[config.mk]
export PLATFORM = sky130hd
export DESIGN_NAME = hrla_mod_unit
export DESIGN_NICKNAME = d
export VERILOG_FILES = /design/src/hw/rtl/hrla_pkg.sv /design/src/hw/rtl/hrla_mod_unit.sv
export SDC_FILE = /design/constraint.sdc
export NUM_CORES = 1
export LEC_CHECK = 0
export BUFFER_PORTS_ARGS = -buffer_cell sky130_fd_sc_hd__buf_4
export CORE_MARGIN = 8
export CORE_UTILIZATION = 53
export CTS_CLUSTER_SIZE = 28
export DETAILED_ROUTE_END_ITERATION = 8
export GPL_TIMING_DRIVEN = 0
export PLACE_DENSITY_LB_ADDON = 0.08
export SYNTH_ARGS = -nofsm -noshare
export SYNTH_HDL_FRONTEND = slang
export SYNTH_SLANG_ARGS = --single-unit
[constraint.sdc]
create_clock -name clk -period 22.1 [get_ports clk]
set_input_delay 2.21 -clock clk [delete_from_list [all_inputs] [get_ports clk]]
set_output_delay 2.21 -clock clk [all_outputs]
set_load 0.03 [all_outputs]
[src/hw/rtl/hrla_pkg.sv]
// ----------------------------------------------------------------------------
// hrla_pkg
// Shared widths, operation codes and bucket sizing for the reverse lookup unit.
// ----------------------------------------------------------------------------
package hrla_pkg;

	localparam int DEPTH       = 256;
	localparam int VALUE_WIDTH = 32;

	localparam int IDX_W   = (DEPTH > 1) ? $clog2(DEPTH) : 1;
	// sizes and bucket starts need one bit more than an index
	localparam int SIZE_W  = IDX_W + 1;
	localparam int CFG_W   = 9;

	localparam int BUCKET_MAX = 283;
	localparam int BKT_W      = $clog2(BUCKET_MAX);

	localparam int MOD_DIGIT = 8;
	localparam int MOD_STEPS = (VALUE_WIDTH + MOD_DIGIT - 1) / MOD_DIGIT;
	localparam int MOD_W     = MOD_STEPS * MOD_DIGIT;

	typedef enum logic [1:0] {
		OP_WRITE = 2'd0,
		OP_READ  = 2'd1,
		OP_FIND  = 2'd2,
		OP_CLEAR = 2'd3
	} op_t;

	typedef struct packed {
		logic             start;
		logic [MOD_W-1:0] value;
		logic [BKT_W-1:0] divisor;
	} mod_req_t;

	typedef struct packed {
		logic             done;
		logic [BKT_W-1:0] remainder;
	} mod_rsp_t;

	// prime bucket count picked from the size in use
	function automatic logic [BKT_W-1:0] bucket_count(input logic [SIZE_W-1:0] size);
		logic [BKT_W-1:0] nb;
		if (int'(size) < 11)       nb = BKT_W'(11);
		else if (int'(size) < 19)  nb = BKT_W'(19);
		else if (int'(size) < 37)  nb = BKT_W'(37);
		else if (int'(size) < 67)  nb = BKT_W'(67);
		else if (int'(size) < 131) nb = BKT_W'(131);
		else                       nb = BKT_W'(BUCKET_MAX);
		return nb;
	endfunction

endpackage

[src/hw/rtl/hrla_mod_unit.sv]
// ----------------------------------------------------------------------------
// hrla_mod_unit
// Value modulo a small divisor, one byte of the value per cycle, MSB first.
// ----------------------------------------------------------------------------
module hrla_mod_unit
	import hrla_pkg::*;
(
	input  logic     clk,
	input  logic     arst_n,
	input  mod_req_t req,
	output mod_rsp_t rsp
);

	localparam int CNT_W = $clog2(MOD_STEPS + 1);

	logic [MOD_W-1:0] sh_q;
	logic [BKT_W-1:0] rem_q;
	logic [BKT_W-1:0] div_q;
	logic [CNT_W-1:0] cnt_q;
	logic             busy_q;
	logic             done_q;
	logic [BKT_W-1:0] rem_next;

	// remainder stays below the divisor, so 2r+1 fits in one extra bit
	always_comb begin
		logic [BKT_W:0] t;
		rem_next = rem_q;
		for (int k = 0; k < MOD_DIGIT; k++) begin
			t = {rem_next, sh_q[MOD_W-1-k]};
			if (t >= {1'b0, div_q}) begin
				t = t - {1'b0, div_q};
			end
			rem_next = t[BKT_W-1:0];
		end
	end

	always_ff @(posedge clk or negedge arst_n) begin
		if (!arst_n) begin
			sh_q   <= '0;
			rem_q  <= '0;
			div_q  <= '0;
			cnt_q  <= '0;
			busy_q <= 1'b0;
			done_q <= 1'b0;
		end else begin
			done_q <= !req.start && busy_q && (cnt_q == CNT_W'(1));
			if (req.start) begin
				sh_q   <= req.value;
				rem_q  <= '0;
				div_q  <= req.divisor;
				cnt_q  <= CNT_W'(MOD_STEPS);
				busy_q <= 1'b1;
			end else if (busy_q) begin
				rem_q <= rem_next;
				sh_q  <= sh_q << MOD_DIGIT;
				cnt_q <= cnt_q - 1'b1;
				if (cnt_q == CNT_W'(1)) begin
					busy_q <= 1'b0;
				end
			end
		end
	end

	assign rsp.done      = done_q;
	assign rsp.remainder = rem_q;

endmodule

==> flow_metrics.py <==
metrics = {
    "sta": {
        "finalCriticalPeriod_ns": 20.41,
        "max_freq_mhz": 49.0,
        "layout_setup_ws_ns": 1.69,
        "fin_worst_skew_ns": 0.00685,
        "finalSetupViolations": 0,
        "hold_viol_final": 0,
        "rsz0062_at_grt": "false",
        "worst_slew_pin_slew_ns": 0.795,
        "min_period_over_period_pct": 92.3,
        "tns_ns": 0,
        "relSlewSlack_pct": 46.4,
        "whs_ns": 0.543,
        "drv_slew": 0,
    },
    "worst_setup_path": {
        "r2r_setup_slack_ns": 1.69,
        "slowest_delay_ns": 0.66,
        "crit_top_cell": "a21o_1",
        "endpoint": "rem_q[2]$_DFFE_PN0P_",
        "critPathLaunchType": "flip-flop",
        "timing.rr.end": "rem_q[2]$_DFFE_PN0P_",
        "required_ns": 22.27,
        "rr_worst_depth": 76,
        "arrival_ns": 20.58,
        "worstSetupPathType": "flip-flop to flip-flop",
        "timing.rr.start": "div_q[1]$_DFFE_PN0P_",
        "crit_start": "div_q[1]$_DFFE_PN0P_",
        "worst_path_max_delay_cell": "dfrtp_1",
        "critPathCaptureType": "flip-flop",
        "path_max_fanout": 11,
    },
    "global_route": {
        "grt_pass1_vias": 6063,
        "grt_usage_pct": 22.9,
        "grt_pass1_wl_mm": 29.8,
        "grt_max_degree": 56,
        "grt_antenna_before_repair": 0,
        "gr-total-overflow": 0,
    },
    "synthesis": {
        "syn_area_per_cell_um2": 8.34,
        "syn_nets": 895,
        "synth_edf_count": 0,
        "ys_top_cells_by_count": "76 x nand2_1, 74 x ha_1, 74 x o21ai_0",
        "synth_area_leaders": "dfrtp_1 21%, ha_1 14%, mux2i_1 6.1%",
        "seq_area_frac_synth_pct": 21.5,
        "syn_inst": 769,
        "synthDominantCellAreaShare_pct": 21.5,
        "ys_ff_latch": 55,
        "ys.warnings.count": 0,
        "yosysMostFrequentCell": "nand2_1",
        "async_flop_share_pct": 100,
        "synth_top_area_cell": "dfrtp_1",
        "synth_cell_types": 73,
        "synthFlopType": "dfrtp_1",
        "syn_area_mm2": 0.00641,
    },
    "floorplanning": {
        "coreArea_mm2": 0.0119,
        "chipHeight_um": 126,
        "io_pins": 54,
        "die_x_um": 126,
        "rows": 40,
        "dieArea_mm2": 0.0159,
        "start_util_pct": 53.8,
    },
    "hold_path": {
        "hold_class": "flip-flop to flip-flop",
    },
    "routing": {
        "routed_wl_mm": 18.3,
        "viasPerCell": 6.08,
        "drt-pass1-iter-count": 5,
        "drcViolationCount": 0,
        "antenna_left": 0,
        "wl_per_cell_um": 18.7,
        "vias": 5934,
        "drtIter0Drc": 356,
    },
    "cells_and_area": {
        "diodes": 0,
        "syn2layout_area_growth_pct": 11.4,
        "final_nets": 954,
        "layout-drive-gt1-share_pct": 13.1,
    },
    "place": {
        "dp_slack_ns": 1.64,
        "post-dp-hpwl_mm": 14.6,
        "io_buffers": 52,
        "gp_congestion": 0.894,
    },
    "clocking": {
        "cts_buffer_depth": 2,
        "cts_root_buffer": "clkbuf_16",
        "ctsHoldBuffers": 0,
        "tritoncts": "yes",
        "cts.sinks": 55,
        "clk_pin_slew_ns": 0.07,
        "cts_max_level": 2,
        "clock_latency_ns": 0.30,
        "cts_buffers": 5,
        "cts_resized": 0,
        "cts_setup_buffers": 0,
    },
    "status": {
        "status": "completed",
    },
    "flow_run": {
        "max-cap-violations": 0,
    },
}
layer usage:
metal	up-vias	wire (um)	track usage, %
li1	2905	-	-
met1	2831	8090	28.6
met2	154	8810	39.0
met3	44	694	2.53
met4	0	671	10.1
met5	-	0	0
worst min path at each step:
stage                              from                  end  slack (ns)  depth (start not counted)
detailed placement  sh_q[7]$_DFFE_PN0P_  sh_q[7]$_DFFE_PN0P_        0.54                          2
CTS                 sh_q[7]$_DFFE_PN0P_  sh_q[7]$_DFFE_PN0P_        0.54                          2
finish              sh_q[4]$_DFFE_PN0P_  sh_q[4]$_DFFE_PN0P_        0.54                          2
floorplan           sh_q[0]$_DFFE_PN0P_  sh_q[0]$_DFFE_PN0P_        0.51                          2
global placement    sh_q[2]$_DFFE_PN0P_  sh_q[2]$_DFFE_PN0P_        0.53                          2
global route        sh_q[7]$_DFFE_PN0P_  sh_q[7]$_DFFE_PN0P_        0.56                          2
logic make-up (layout without fill, tap and decap cells):
kind of cell	after synthesis	count (layout)	share of synthesized area (%)
AO/OA/AOI/OAI	223	223	23.2
XOR/XNOR	46	46	6.28
adder cells (fa/ha/maj)	82	82	16.9
buffers and inverters	70	130	4.51
flip-flops	55	55	21.5
multiplexers	59	59	9.91
AND/OR/NAND/NOR	234	234	17.7
flip-flops by register name, summed over array words and instances, names as in the netlist:
signal,count
busy_q,1
sh_q,32
rem_q,9
div_q,9
cnt_q,3
done_q,1
final cells by class:
class                   count  area, um^2
plain buffers              24         116
fillers                  1091        4760
inverters                  46         173
multi-input cells         644        4750
clock inverters             2        17.5
flip-flops and latches     55        1380
clock buffers               6         139
repair buffers             52         390
well taps                 147         184
through the flow:
stage	std cells	instance area [um^2]	util (%)
final	976	7150	60.0
after CTS	976	7140	60.0
after floorplan	769	6410	-
after global routing	976	7150	60.0
after global placement	968	6990	58.7
after detailed placement	968	6990	58.7
cell usage in the layout (no fill, tap or decap), drive strengths merged, types with 18 or more instances in the layout:
master | synthesis | layout
xor2 | 19 | 19
a21oi | 37 | 37
mux2i | 42 | 42
nor2 | 59 | 59
inv | 46 | 48
nor3 | 18 | 18
dfrtp | 55 | 55
clkbuf | 16 | 22
buf | 8 | 60
nand2 | 76 | 76
a21o | 31 | 31
xnor2 | 27 | 27
o21ai | 78 | 78
ha | 74 | 74
worst max-delay path: cells and delay by family (launching register included):
family	cells	cell delay, ns
muxes	8	2.66
AOI/OAI and AO/OA	37	9.07
DFF	1	0.66
adders and majority gates	8	3.09
buffers and inverters	6	1.55
and+or+nand+nor	17	3.23
Power is not shown: default switching activity piles up to over one toggle a cycle in this logic, so the estimate is an artifact.
